File: src/rtl/core/ctw_pkg.sv
// Shared types and constants for the census transform window block.
// No dependencies; used by every module under rtl/core.
`default_nettype none

package ctw_pkg;

  localparam int PIX_W      = 8;
  localparam int CODE_W     = 16;
  localparam int ROW_W      = 10;
  localparam int DIM_W      = 11;
  localparam int THR_W      = 9;
  localparam int ROW_LIMIT  = 1024;
  localparam int APB_ADDR_W = 4;
  localparam int APB_DATA_W = 32;

  localparam logic [DIM_W-1:0] WIDTH_RESET  = 11'd640;
  localparam logic [DIM_W-1:0] HEIGHT_RESET = 11'd480;

  typedef logic [PIX_W-1:0] pixel_t;

  typedef enum logic [1:0] {
    REG_MODE   = 2'd0,
    REG_THR    = 2'd1,
    REG_WIDTH  = 2'd2,
    REG_HEIGHT = 2'd3
  } reg_idx_e;

  typedef struct packed {
    logic                    mode;
    logic signed [THR_W-1:0] thr;
  } census_ctrl_t;

endpackage

`default_nettype wire

File: src/rtl/core/ctw_win_cell.sv
// One window column cell: holds a vertical strip of pixels and passes it on.
// Depends on ctw_pkg for the pixel width.
`default_nettype none

module ctw_win_cell #(
  parameter int ROWS = 3
) (
  input  wire logic                               clk_i,
  input  wire logic                               shift_i,
  input  wire logic [ROWS-1:0][ctw_pkg::PIX_W-1:0] col_i,
  output logic      [ROWS-1:0][ctw_pkg::PIX_W-1:0] col_o
);

  logic [ROWS-1:0][ctw_pkg::PIX_W-1:0] col_q;

  always_ff @(posedge clk_i) begin
    if (shift_i) begin
      col_q <= col_i;
    end
  end

  assign col_o = col_q;

endmodule

`default_nettype wire

File: config.mk
export PLATFORM = sky130hd
export DESIGN_NAME = ctw_win_cell
export DESIGN_NICKNAME = d
export VERILOG_FILES = /design/src/rtl/core/ctw_pkg.sv /design/src/rtl/core/ctw_win_cell.sv
export SDC_FILE = /design/constraint.sdc
export NUM_CORES = 1
export LEC_CHECK = 0
export ABC_AREA = 1
export BUFFER_PORTS_ARGS = -buffer_cell sky130_fd_sc_hd__clkbuf_2
export CAP_MARGIN = 25
export CORE_UTILIZATION = 35
export CTS_BUF_LIST = sky130_fd_sc_hd__clkbuf_16
export CTS_CLUSTER_SIZE = 25
export DETAILED_ROUTE_END_ITERATION = 10
export HOLD_SLACK_MARGIN = 0.03
export PLACE_DENSITY = 0.72
export SETUP_SLACK_MARGIN = 0.2
export SLEW_MARGIN = 20
export SYNTH_ARGS = -nofsm -noshare
export SYNTH_HDL_FRONTEND = slang
export SYNTH_SLANG_ARGS = --single-unit
export TNS_END_PERCENT = 30
File: constraint.sdc
create_clock -name clk_i -period 0.8 [get_ports clk_i]
set_clock_uncertainty 0.1 [all_clocks]
set_input_delay 0.12 -clock clk_i [delete_from_list [all_inputs] [get_ports clk_i]]
set_output_delay 0.12 -clock clk_i [all_outputs]
set_load 0.01 [all_outputs]
==> flow_summary_export.csv <==
group,metric,value,unit
finish,drive_above_1_share,67.9,%
global_route,gr-usage-all-layers,9.25,%
power,combPwrFrac,8.3,%
power,p_clk_share,36.8,%
setup_path,worstPathRequired,0.58,ns
synth,avgSynthCellArea,30.0,um2
clock_tree,clock-sinks,24,
finish,multi_input_area,0,um2
global_route,grt_pass1_wl,1.32,mm
outcome,outcome,"finished, violations left",
die,rows,16,
finish,final_util,56.6,%
synth,synth.top_cell.area_share,100,%
global_route,gr-total-overflow,0,
run,cap_violations,0,
die,die_x,47.4,um
setup_path,worstSetupStartpointType,"flip-flop",
place,pre_cts_ws,-0.00663,ns
drt,ant_nets,0,
timing,worst_slew_pin_slew,0.125,ns
power,p_sw_share,18.0,%
worst_hold_path,min_path_type,"input port to flip-flop",
setup_path,cp_data_arrival_time,0.77,ns
finish,n_antenna_cell,0,
synth,seq_area_frac_synth,100,%
synth,synth_cell_types,1,
timing,fmaxAchievable,1.01,GHz
setup_path,end_kind,"output pin",
synth,postSynth.asyncResetShare,0,%
setup_path,cp_top_family,"flip-flops",
drt,wl,1.09,mm
timing,report.final.hold_viol_count,24,
synth,syn_inst,24,
place,io_buffers,49,
synth,yosysMostFrequentCell,"edfxtp_1",
synth,ys_ff_latch,24,
power,seq_power_share,54.8,%
timing,holdWs,-0.0568,ns
power,p_per_area,2520,mW/mm2
clock_tree,path_clk_slew,0.06,ns
global_route,grt_max_degree,25,
die,initial_core_util,37.1,%
setup_path,cp_num_buf_inv,1,
setup_path,crit_chain,"clkbuf_2",
finish,syn2layout_area_growth,52.4,%
clock_tree,cts_buffers,3,
setup_path,critPathMaxFanout,1,
synth,synth_top_area_cell,"edfxtp_1",
die,ios,50,
clock_tree,postCtsSetupBuffers,0,
global_route,grt_pass1_vias,315,
timing,rsz0062_at_grt,"true",
synth,synth_nets,50,
drt,num_vias,407,
global_route,grt_antenna_before_repair,0,
timing,finalMaxSlewViolations,0,
place,gp_congestion,0.677,
power,p_leak,0.486,nW
outcome,violations,"design-rule violations, negative hold slack, negative setup slack",
synth,synth_ff_type,"edfxtp_1",
timing,layout_min_cycle_time,0.986,ns
timing,fin_ws,-0.186,ns
clock_tree,cts_buffer_depth,2,
setup_path,critPathSlowestCell,"edfxtp_1",
clock_tree,htree_levels,1,
synth,synth_common_cells,"edfxtp_1 (24)",
die,die_y,47.4,um
die,core_area,0.00194,mm2
synth,netlist_area,721,um2
synth,yosys-top-cells-area,"edfxtp_1 (100%)",
clock_tree,cts-root-buf,"clkbuf_16",
power,net-switching-power,0.000499,W
finish,largest_reg_flops,24,
power,p_int,0.00227,W
timing,fin_crit_sh,123,%
setup_path,path_class,"flip-flop to output pin",
drt,drt-wirelength-per-cell,10.3,um
finish,fillers,163,
drt,viasPerCell,3.88,
power,irDropWorstVdd,1420,uV
timing,setup_viol,24,
drt,dr.pass1.iters,6,
finish,multi_input_comb_cells,0,
synth,yosysWarnings,0,
timing,finalSetupTns,-3.83,ns
drt,drt_iter0_markers,5,
setup_path,max_stage_delay,0.38,ns
die,die_area,0.00224,mm2
synth,synth-edff-count,24,
clock_tree,cts_tree,"yes",
timing,maxSlewHeadroom,91.7,%
finish,fin_nets,105,
drt,drcViolationCount,1,
repair_timing:
item | CTS | global route
hold endpoints to repair | 24 | 24
gates resized for setup | 0 | 0
endpoints found under the setup margin | 24 | 24
stage by stage:
step	power (W)	std cells	instance area, um2
2_1_floorplan	0.00160	24	721
3_3_place_gp	0.00178	101	1020
3_5_place_dp	0.00178	101	1020
4_1_cts	0.00280	105	1100
5_1_grt	0.00289	105	1100
6_report	0.00277	105	1100
placed cells by master, fill, tap and decap left out:
cell type and instances:
clkbuf_2 49, edfxtp_1 24, clkbuf_16 3, clkinv_1 1, buf_12 1
power groups by stage:
| stage | Combinational [W] | Sequential, W | Clock [W] |
|---|---|---|---|
| floorplan | 0 | 0.00160 | 0 |
| global placement | 0.000232 | 0.00154 | 0 |
| detailed placement | 0.000235 | 0.00155 | 0 |
| CTS | 0.000235 | 0.00152 | 0.00105 |
| global route | 0.000253 | 0.00153 | 0.00111 |
| finish | 0.000231 | 0.00152 | 0.00102 |
cells by family after synthesis:
family  count (synthesis)  synth area share, %
DFF                    24                  100
layout make-up:
class / instances / area, um2 / share of cell area [%]
clock buffers: 3 / 75.1 / 6.83
well taps: 27 / 33.8 / 3.08
clock inverters: 1 / 3.75 / 0.342
flip-flops and latches: 24 / 721 / 65.6
repair buffers: 50 / 265 / 24.1
worst paths after layout:
| check | slack (ns) | endpoint | from | cells after the start |
|---|---|---|---|---|
| worst min-delay path | -0.06 | col_o[2]$_DFFE_PP_ | col_i[2] | 1 |
| worst max-delay path | -0.19 | col_o[7] | col_o[7]$_DFFE_PP_ | 1 |
per-layer routing:
metal  vias up  wire length [um]  global-route usage (%)  share of wire, %
met5         -                 0                       0                 0
met4         0                 0                    3.43                 0
met3         0                78                    4.62               7.2
met2        21               628                    15.1                58
met1       182               380                    10.4                35
li1        204                 -                       -                 -
No activity file was read; power rests on OpenSTA's default activity.
