**src/rtl/core/ctw_pkg.sv**
```systemverilog
// Shared types and constants for the census transform window block.
// No dependencies; used by every module under rtl/core.
`default_nettype none

package ctw_pkg;

  localparam int PIX_W      = 8;
  localparam int CODE_W     = 16;
  localparam int ROW_W      = 10;
  localparam int DIM_W      = 11;
  localparam int THR_W      = 9;
  localparam int ROW_LIMIT  = 1024;
  localparam int APB_ADDR_W = 4;
  localparam int APB_DATA_W = 32;

  localparam logic [DIM_W-1:0] WIDTH_RESET  = 11'd640;
  localparam logic [DIM_W-1:0] HEIGHT_RESET = 11'd480;

  typedef logic [PIX_W-1:0] pixel_t;

  typedef enum logic [1:0] {
    REG_MODE   = 2'd0,
    REG_THR    = 2'd1,
    REG_WIDTH  = 2'd2,
    REG_HEIGHT = 2'd3
  } reg_idx_e;

  typedef struct packed {
    logic                    mode;
    logic signed [THR_W-1:0] thr;
  } census_ctrl_t;

endpackage

`default_nettype wire

```
**src/rtl/core/ctw_census.sv**
```systemverilog
// Parallel neighbor-versus-center compare over the window, packed into the code.
// Depends on ctw_pkg for widths and the control struct.
`default_nettype none

module ctw_census #(
  parameter int ROWS = 3,
  parameter int COLS = 5
) (
  input  wire logic [COLS-1:0][ROWS-1:0][ctw_pkg::PIX_W-1:0] win_i,
  input  wire ctw_pkg::census_ctrl_t                         ctrl_i,
  output logic [ctw_pkg::CODE_W-1:0]                         code_o
);

  localparam int HALF_R = ROWS / 2;
  localparam int HALF_C = COLS / 2;
  localparam int CTR_POS = HALF_R * COLS + HALF_C;

  // window cell k holds column offset -(k - HALF_C); x runs left to right
  always_comb begin
    logic [ctw_pkg::PIX_W-1:0] ctr;
    logic [ctw_pkg::PIX_W-1:0] nb;
    logic signed [ctw_pkg::PIX_W+1:0] diff;
    logic signed [ctw_pkg::PIX_W+1:0] thr;
    logic hit;
    int pos;
    int bitn;
    ctr    = win_i[COLS-1-HALF_C][HALF_R];
    thr    = (ctw_pkg::PIX_W+2)'(ctrl_i.thr);
    code_o = '0;
    for (int j = 0; j < ROWS; j++) begin
      for (int x = 0; x < COLS; x++) begin
        pos  = j * COLS + x;
        bitn = (pos < CTR_POS) ? pos : pos - 1;
        nb   = win_i[COLS-1-x][j];
        diff = $signed({2'b00, nb}) - $signed({2'b00, ctr});
        hit  = ctrl_i.mode ? (diff > thr) : (nb < ctr);
        if (pos != CTR_POS && bitn < ctw_pkg::CODE_W) begin
          code_o[4'(bitn)] = hit;
        end
      end
    end
  end

endmodule

`default_nettype wire

```
**config.mk**
```make
export PLATFORM = sky130hd
export DESIGN_NAME = ctw_census
export DESIGN_NICKNAME = d
export VERILOG_FILES = /design/src/rtl/core/ctw_pkg.sv /design/src/rtl/core/ctw_census.sv
export SDC_FILE = /design/constraint.sdc
export NUM_CORES = 1
export LEC_CHECK = 0
export CORE_MARGIN = 2
export CORE_UTILIZATION = 55
export DETAILED_ROUTE_END_ITERATION = 10
export DONT_BUFFER_PORTS = 1
export PLACE_DENSITY = 0.7
export SYNTH_ARGS = -nofsm -noshare
export SYNTH_HDL_FRONTEND = slang
export SYNTH_SLANG_ARGS = --single-unit
```
**constraint.sdc**
```tcl
create_clock -name vclk -period 3.9
set_input_delay 0.39 -clock vclk [all_inputs]
set_output_delay 0.39 -clock vclk [all_outputs]
set_load 0.01 [all_outputs]
```
==> results of run 1 <==
-- Yosys cell counts, types with 4 or more instances --
cell type                  count  share of area
sky130_fd_sc_hd__nor4_1        5         0.0072
sky130_fd_sc_hd__a21boi_0      5         0.0086
sky130_fd_sc_hd__nor3_1        9          0.010
sky130_fd_sc_hd__o21ai_0      46          0.053
sky130_fd_sc_hd__nand4_1      11          0.016
sky130_fd_sc_hd__nand2b_1      7          0.010
sky130_fd_sc_hd__o21a_1       11          0.019
sky130_fd_sc_hd__xor2_1        8          0.016
sky130_fd_sc_hd__a21oi_1      36          0.041
sky130_fd_sc_hd__o21ai_1       4         0.0046
sky130_fd_sc_hd__nor2b_1      22          0.031
sky130_fd_sc_hd__xnor2_1      28          0.056
sky130_fd_sc_hd__fa_1          8          0.037
sky130_fd_sc_hd__nor2_1       58          0.050
sky130_fd_sc_hd__inv_1        56          0.048
sky130_fd_sc_hd__a211oi_1     11          0.019
sky130_fd_sc_hd__buf_4         8          0.014
sky130_fd_sc_hd__nand3_1      11          0.013
sky130_fd_sc_hd__ha_1        136           0.39
sky130_fd_sc_hd__nand2_1      18          0.015
sky130_fd_sc_hd__a21o_1        9          0.015
-- power breakdown --
| part | leakage, µW | total (µW) | switching, µW | internal (µW) |
|---|---|---|---|---|
| combinational | 0.00220 | 820 | 448 | 372 |
| sequential | 0 | 0 | 0 | 0 |
| clock | 0 | 0 | 0 | 0 |
| total | 0.00220 | 820 | 448 | 372 |
-- worst max-delay path by stage --
stage,end
after floorplan,code_o[5]
after global placement,code_o[0]
after detailed placement,code_o[5]
after CTS,code_o[5]
after global routing,code_o[5]
final,code_o[5]
-- layout make-up --
class	count	area (µm²)
Multi-Input combinational cell	505	4100
Fill cell	756	3260
Inverter	56	210
Tap cell	102	128
Timing Repair Buffer	3	22.5
-- worst max-delay path, cell delays in order --
cell and delay, ns:
sky130_fd_sc_hd__inv_1 0.04, sky130_fd_sc_hd__ha_1 0.20, sky130_fd_sc_hd__fa_1 0.41, sky130_fd_sc_hd__nor2b_1 0.14, sky130_fd_sc_hd__o21ai_1 0.08, sky130_fd_sc_hd__a21boi_0 0.25, sky130_fd_sc_hd__o21ai_0 0.16, sky130_fd_sc_hd__a21boi_0 0.28
sky130_fd_sc_hd__a21oi_1 0.08, sky130_fd_sc_hd__ha_1 0.32, sky130_fd_sc_hd__nand2_1 0.06, sky130_fd_sc_hd__o21ai_0 0.09, sky130_fd_sc_hd__nor4_1 0.19, sky130_fd_sc_hd__o21ai_0 0.14, sky130_fd_sc_hd__o211ai_1 0.12, sky130_fd_sc_hd__o311ai_0 0.27
-- routing by layer --
metal  vias up  track usage  routed length [µm]
li1       2058            -                   -
met1      1748        0.308                4750
met4         0       0.0564                 222
met5         -            0                   0
met3        19       0.0234                 469
met2        94        0.479                5550
-- logic make-up after synthesis --
logic type / count (synthesis)
compound gates: 163
buf+inv: 66
xor+xnor: 36
other cells: 1
fa+ha+maj: 144
simple gates: 153
mux: 1
-- through the flow --
| step | util | setup WS (ns) | hold slack [ns] | power [µW] | area, µm² |
|---|---|---|---|---|---|
| 2_1_floorplan | - | 0.772 | 1.02 | 664 | 4400 |
| 3_3_place_gp | 0.578 | 0.449 | 0.885 | 774 | 4460 |
| 3_5_place_dp | 0.578 | 0.312 | 0.883 | 811 | 4460 |
| 4_1_cts | 0.578 | 0.301 | 0.885 | 817 | 4460 |
| 5_1_grt | 0.578 | 0.0468 | 0.889 | 943 | 4460 |
| 6_report | 0.578 | 0.298 | 0.883 | 820 | 4460 |
==> PnR_summary.wiki, run 1 <==
{| class="wikitable"
! Metric !! Value
|-
| Outcome || completed
|-
| Worst hold path cell count || 1
|-
| Remaining design rule violation count || 0
|-
| Hold worst-path end || code_o[1]
|-
| Most frequent standard cell in the layout excluding fill and tap cells || sky130_fd_sc_hd__ha_1
|-
| Leakage || 0.00220 µW
|-
| Total of hold buffers inserted after clock tree synthesis || 0
|-
| Final setup viols || 0
|-
| Count of boundary I/O pins || 146
|-
| Setup repair after global routing missed its margin || no
|-
| Final number of hold-violating endpoints || 0
|-
| Unique cell type count in the Yosys netlist || 51
|-
| Launch point of the critical path || win_i[104]
|-
| Compound-cell area share of the yosys netlist || 0.249
|-
| RePlAce Congestion || 0.866
|-
| Cell Rows || 32
|-
| Synthesized instance count || 564
|-
| Cts repair resizes || 0
|-
| Pin count of the biggest net entering global routing || 25
|-
| Sequential area share after synthesis || 0
|-
| Leading cell types in the layout, fill and taps excluded || sky130_fd_sc_hd__ha_1, sky130_fd_sc_hd__nor2_1, sky130_fd_sc_hd__inv_1, sky130_fd_sc_hd__o21ai_0, sky130_fd_sc_hd__a21oi_1
|-
| Rel. slew slack || 0.563
|-
| DR pass1 iterations || 4
|-
| Footprint of the flip-flops and latches || 0 µm²
|-
| Via count of the first global-routing pass || 3,830
|-
| Detailed-route vias per instance || 5.88
|-
| Avg WL per Cell || 16.5 µm
|-
| Post-synthesis adder-cell area fraction || 0.426
|-
| DIE AREA || 8680 µm²
|-
| Area added between synthesis and finish || 2.06%
|-
| Count of vias placed by the detailed router || 3,919
|-
| Post-route insts no fill || 666
|-
| Share of synthesized area spent on multiplexers || 0.00229
|-
| Final total negative setup slack || 0 ns
|-
| Standard cell core area || 7730 µm²
|-
| Maximum ir drop on the vdd rail || 70.6 µV
|-
| Seq Cell Count || 0
|-
| Parity-gate share of the synthesized area counting xor and xnor cells || 0.0721
|-
| Antenna Nets Post-Route || 0
|-
| # Max-Cap Violations || 0
|-
| GR Overflow Total || 0
|-
| Number of inserted diodes || 0
|-
| Setup crit end kind || output port
|-
| Category of the critical setup timing path || in -> out
|-
| Worst-Margin Slew || 0.647 ns
|-
| DP HPWL || 9000 µm
|-
| Crit path arrival time || 3.21 ns
|-
| Simple-gate area share of the yosys netlist || 0.182
|-
| Synthesis Warnings || 0
|-
| CP startpoint kind || primary input
|-
| Post-synthesis average cell area || 7.75 µm²
|-
| I/O Buffers || 0
|-
| Fin. max-slew vios || 0
|-
| Number of DRC markers after the initial detailed-route iteration || 141
|-
| Share of cells above drive strength 1 || 0.0355
|-
| Worst Hold Launch || ctrl_i[9]
|-
| Die X-Extent || 93.2 µm
|-
| Total track usage || 0.253
|-
| Antenna violations before repair || 0
|-
| Maximum net fanout on the critical path || 3
|-
| Required time of the critical path || 3.51 ns
|-
| Placed Cells incl. Taps || 666
|-
| Upper clock frequency limit || 278 MHz
|-
| Final worst path period need || 3.60 ns
|-
| Total Wirelength || 11,000 µm
|-
| Post-synthesis cell area || 4370 µm²
|-
| Portion of the clock cycle consumed by the worst path in the final layout || 0.924
|-
| Layout clock buffer count || 0
|-
| Worst min-delay path class || in -> out
|-
| Dominant combinational cell family by area after synthesis || adder cells
|-
| Starting Density || 0.566
|-
| Power density cells || 184 nW/µm²
|-
| Wire length of the first global-routing pass || 17,700 µm
|-
| Chip height || 93.2 µm
|-
| Buffer count from post-CTS setup fixing || 0
|-
| Nets@finish || 840
|}
No activity file was read; power rests on OpenSTA's default activity.
==> run 2, diff against run 1 <==
--- a/config.mk
+++ b/config.mk
@@ -5,10 +5,12 @@
 export SDC_FILE = /design/constraint.sdc
 export NUM_CORES = 1
 export LEC_CHECK = 0
+export CAP_MARGIN = 20
 export CORE_MARGIN = 2
 export CORE_UTILIZATION = 55
 export DETAILED_ROUTE_END_ITERATION = 10
 export DONT_BUFFER_PORTS = 1
+export MAX_ROUTING_LAYER = met4
 export PLACE_DENSITY = 0.7
 export SYNTH_ARGS = -nofsm -noshare
 export SYNTH_HDL_FRONTEND = slang
==> run 2 against run 1 <==
Against the previous run: core utilization unchanged; critical path depth unchanged; routed wire length unchanged; largest cell class unchanged; largest power group unchanged.
==> PnR_summary.wiki, run 2 (synthesized netlist as in run 1, its figures left out) <==
{| class="wikitable"
! Metric !! Value
|-
| Leakage || 0.00220 µW (unchanged)
|-
| DIE AREA || 8680 µm² (unchanged)
|-
| Die X-Extent || 93.2 µm (unchanged)
|-
| Number of inserted diodes || 0 (unchanged)
|-
| Final worst path period need || 3.60 ns (unchanged)
|-
| Final setup viols || 0 (unchanged)
|-
| Cell with the largest stage delay on the worst path || sky130_fd_sc_hd__fa_1
|-
| Portion of the clock cycle consumed by the worst path in the final layout || 0.924 (unchanged)
|-
| Final total negative setup slack || 0 ns (unchanged)
|-
| Total of hold buffers inserted after clock tree synthesis || 0 (unchanged)
|-
| Total Power Consumption || 820 µW (about the same)
|-
| Nets@finish || 840 (unchanged)
|-
| Category of the critical setup timing path || in -> out
|-
| Remaining design rule violation count || 0 (unchanged)
|-
| Maximum ir drop on the vdd rail || 70.5 µV (about the same)
|-
| Required time of the critical path || 3.51 ns (about the same)
|-
| RePlAce Congestion || 0.880 (+1.6%)
|-
| Tightest hold margin || 0.883 ns (unchanged)
|-
| Cts repair resizes || 0 (unchanged)
|-
| Outcome || completed
|-
| Most frequent cell on the critical path || sky130_fd_sc_hd__o21ai_0
|-
| Crit path arrival time || 3.21 ns (about the same)
|-
| Count of boundary I/O pins || 146 (unchanged)
|-
| Starting Density || 0.566 (unchanged)
|-
| Seq Cell Count || 0 (unchanged)
|-
| DP HPWL || 9000 µm (unchanged)
|-
| Avg WL per Cell || 16.5 µm (unchanged)
|-
| Via count of the first global-routing pass || 3,830 (unchanged)
|-
| Setup repair after global routing missed its margin || no
|-
| Layout clock buffer count || 0 (unchanged)
|-
| Net switching share of the total power || 0.546 (about the same)
|-
| GR Overflow Total || 0 (unchanged)
|-
| Total Wirelength || 11,000 µm (unchanged)
|-
| Footprint of the flip-flops and latches || 0 µm² (unchanged)
|-
| Seq pwr share || 0 (unchanged)
|-
| Pin count of the biggest net entering global routing || 25 (unchanged)
|-
| Setup crit end kind || output port
|-
| Antenna violations before repair || 0 (unchanged)
|-
| Area added between synthesis and finish || 2.06% (unchanged)
|-
| Combinational fraction of design power || 1.000 (about the same)
|-
| Buffer count from post-CTS setup fixing || 0 (unchanged)
|-
| Worst-Margin Slew || 0.647 ns (unchanged)
|-
| Count of vias placed by the detailed router || 3,919 (unchanged)
|-
| CP startpoint kind || primary input
|-
| Rel. slew slack || 0.563 (unchanged)
|-
| # Max-Cap Violations || 0 (unchanged)
|-
| Antenna Nets Post-Route || 0 (unchanged)
|-
| Total track usage || 0.260 (+0.00688)
|-
| Worst-path cell chain || inv_1 -> ha_1 -> fa_1 -> nor2b_1 -> o21ai_1 -> a21boi_0 -> o21ai_0 -> a21boi_0 -> a21oi_1 -> ha_1 -> nand2_1 -> o21ai_0 -> nor4_1 -> o21ai_0 -> o211ai_1 -> o311ai_0
|-
| Cell Rows || 32 (unchanged)
|-
| Upper clock frequency limit || 278 MHz (unchanged)
|-
| Leading cell types in the layout, fill and taps excluded || sky130_fd_sc_hd__ha_1, sky130_fd_sc_hd__nor2_1, sky130_fd_sc_hd__inv_1, sky130_fd_sc_hd__o21ai_0, sky130_fd_sc_hd__a21oi_1
|-
| Highest cell delay on the worst timing path || 0.41 ns (about the same)
|-
| Wire length of the first global-routing pass || 17,700 µm (unchanged)
|-
| Chip height || 93.2 µm (unchanged)
|-
| Worst min-delay path class || in -> out
|-
| Clock network fraction of design power || 0 (unchanged)
|-
| Power density cells || 184 nW/µm² (about the same)
|-
| Final number of hold-violating endpoints || 0 (unchanged)
|-
| Standard cell core area || 7730 µm² (unchanged)
|-
| Detailed-route vias per instance || 5.88 (unchanged)
|-
| Share of cells above drive strength 1 || 0.0355 (unchanged)
|-
| I/O Buffers || 0 (unchanged)
|-
| Maximum net fanout on the critical path || 3 (unchanged)
|-
| DR pass1 iterations || 4 (unchanged)
|-
| Number of DRC markers after the initial detailed-route iteration || 141 (unchanged)
|-
| Fin. max-slew vios || 0 (unchanged)
|-
| Most frequent standard cell in the layout excluding fill and tap cells || sky130_fd_sc_hd__ha_1
|-
| Switching component of the power || 448 µW (about the same)
|-
| Internal || 372 µW (about the same)
|}
## run 2: worst max-delay path: cells and delay by family
kind / cells / cell delay (ns)
AO/OA/AOI/OAI: 9 / 1.47
buffers and inverters: 1 / 0.04
adder cells (fa/ha/maj): 3 / 0.93
AND/OR/NAND/NOR: 3 / 0.39
## run 2: path summary, 6_finish.rpt
kind | from | end | slack, ns | depth (start not counted)
max | win_i[104] | code_o[5] | 0.30 | 16
min | ctrl_i[9] | code_o[1] | 0.88 | 1
## run 2: area by class of cell
type | instances | area (µm²)
multi-input combinational | 505 | 4100
fill | 756 | 3260
inverter | 56 | 210
tap | 102 | 128
timing repair buffer | 3 | 22.5
## run 2: power by group through the flow
| stage | Clock, µW | Sequential, µW | Combinational, µW |
|---|---|---|---|
| floorplan | 0 | 0 | 664 |
| global placement | 0 | 0 | 774 |
| detailed placement | 0 | 0 | 811 |
| CTS | 0 | 0 | 817 |
| global route | 0 | 0 | 943 |
| finish | 0 | 0 | 820 |
## run 2: through the flow
step / cell area [µm²] / instances / setup slack (ns) / util
after CTS: 4460 / 666 / 0.301 / 0.578
after floorplan: 4400 / 571 / 0.772 / -
after global placement: 4460 / 666 / 0.449 / 0.578
after detailed placement: 4460 / 666 / 0.312 / 0.578
after global routing: 4460 / 666 / 0.0468 / 0.578
final: 4460 / 666 / 0.298 / 0.578
## run 2: metal layers
metal / share of wire / up-vias / track usage
li1: - / 2058 / -
met1: 0.43 / 1748 / 0.310
met2: 0.51 / 94 / 0.479
met3: 0.040 / 19 / 0.0201
met4: 0.020 / 0 / 0.0564
met5: 0 / - / -
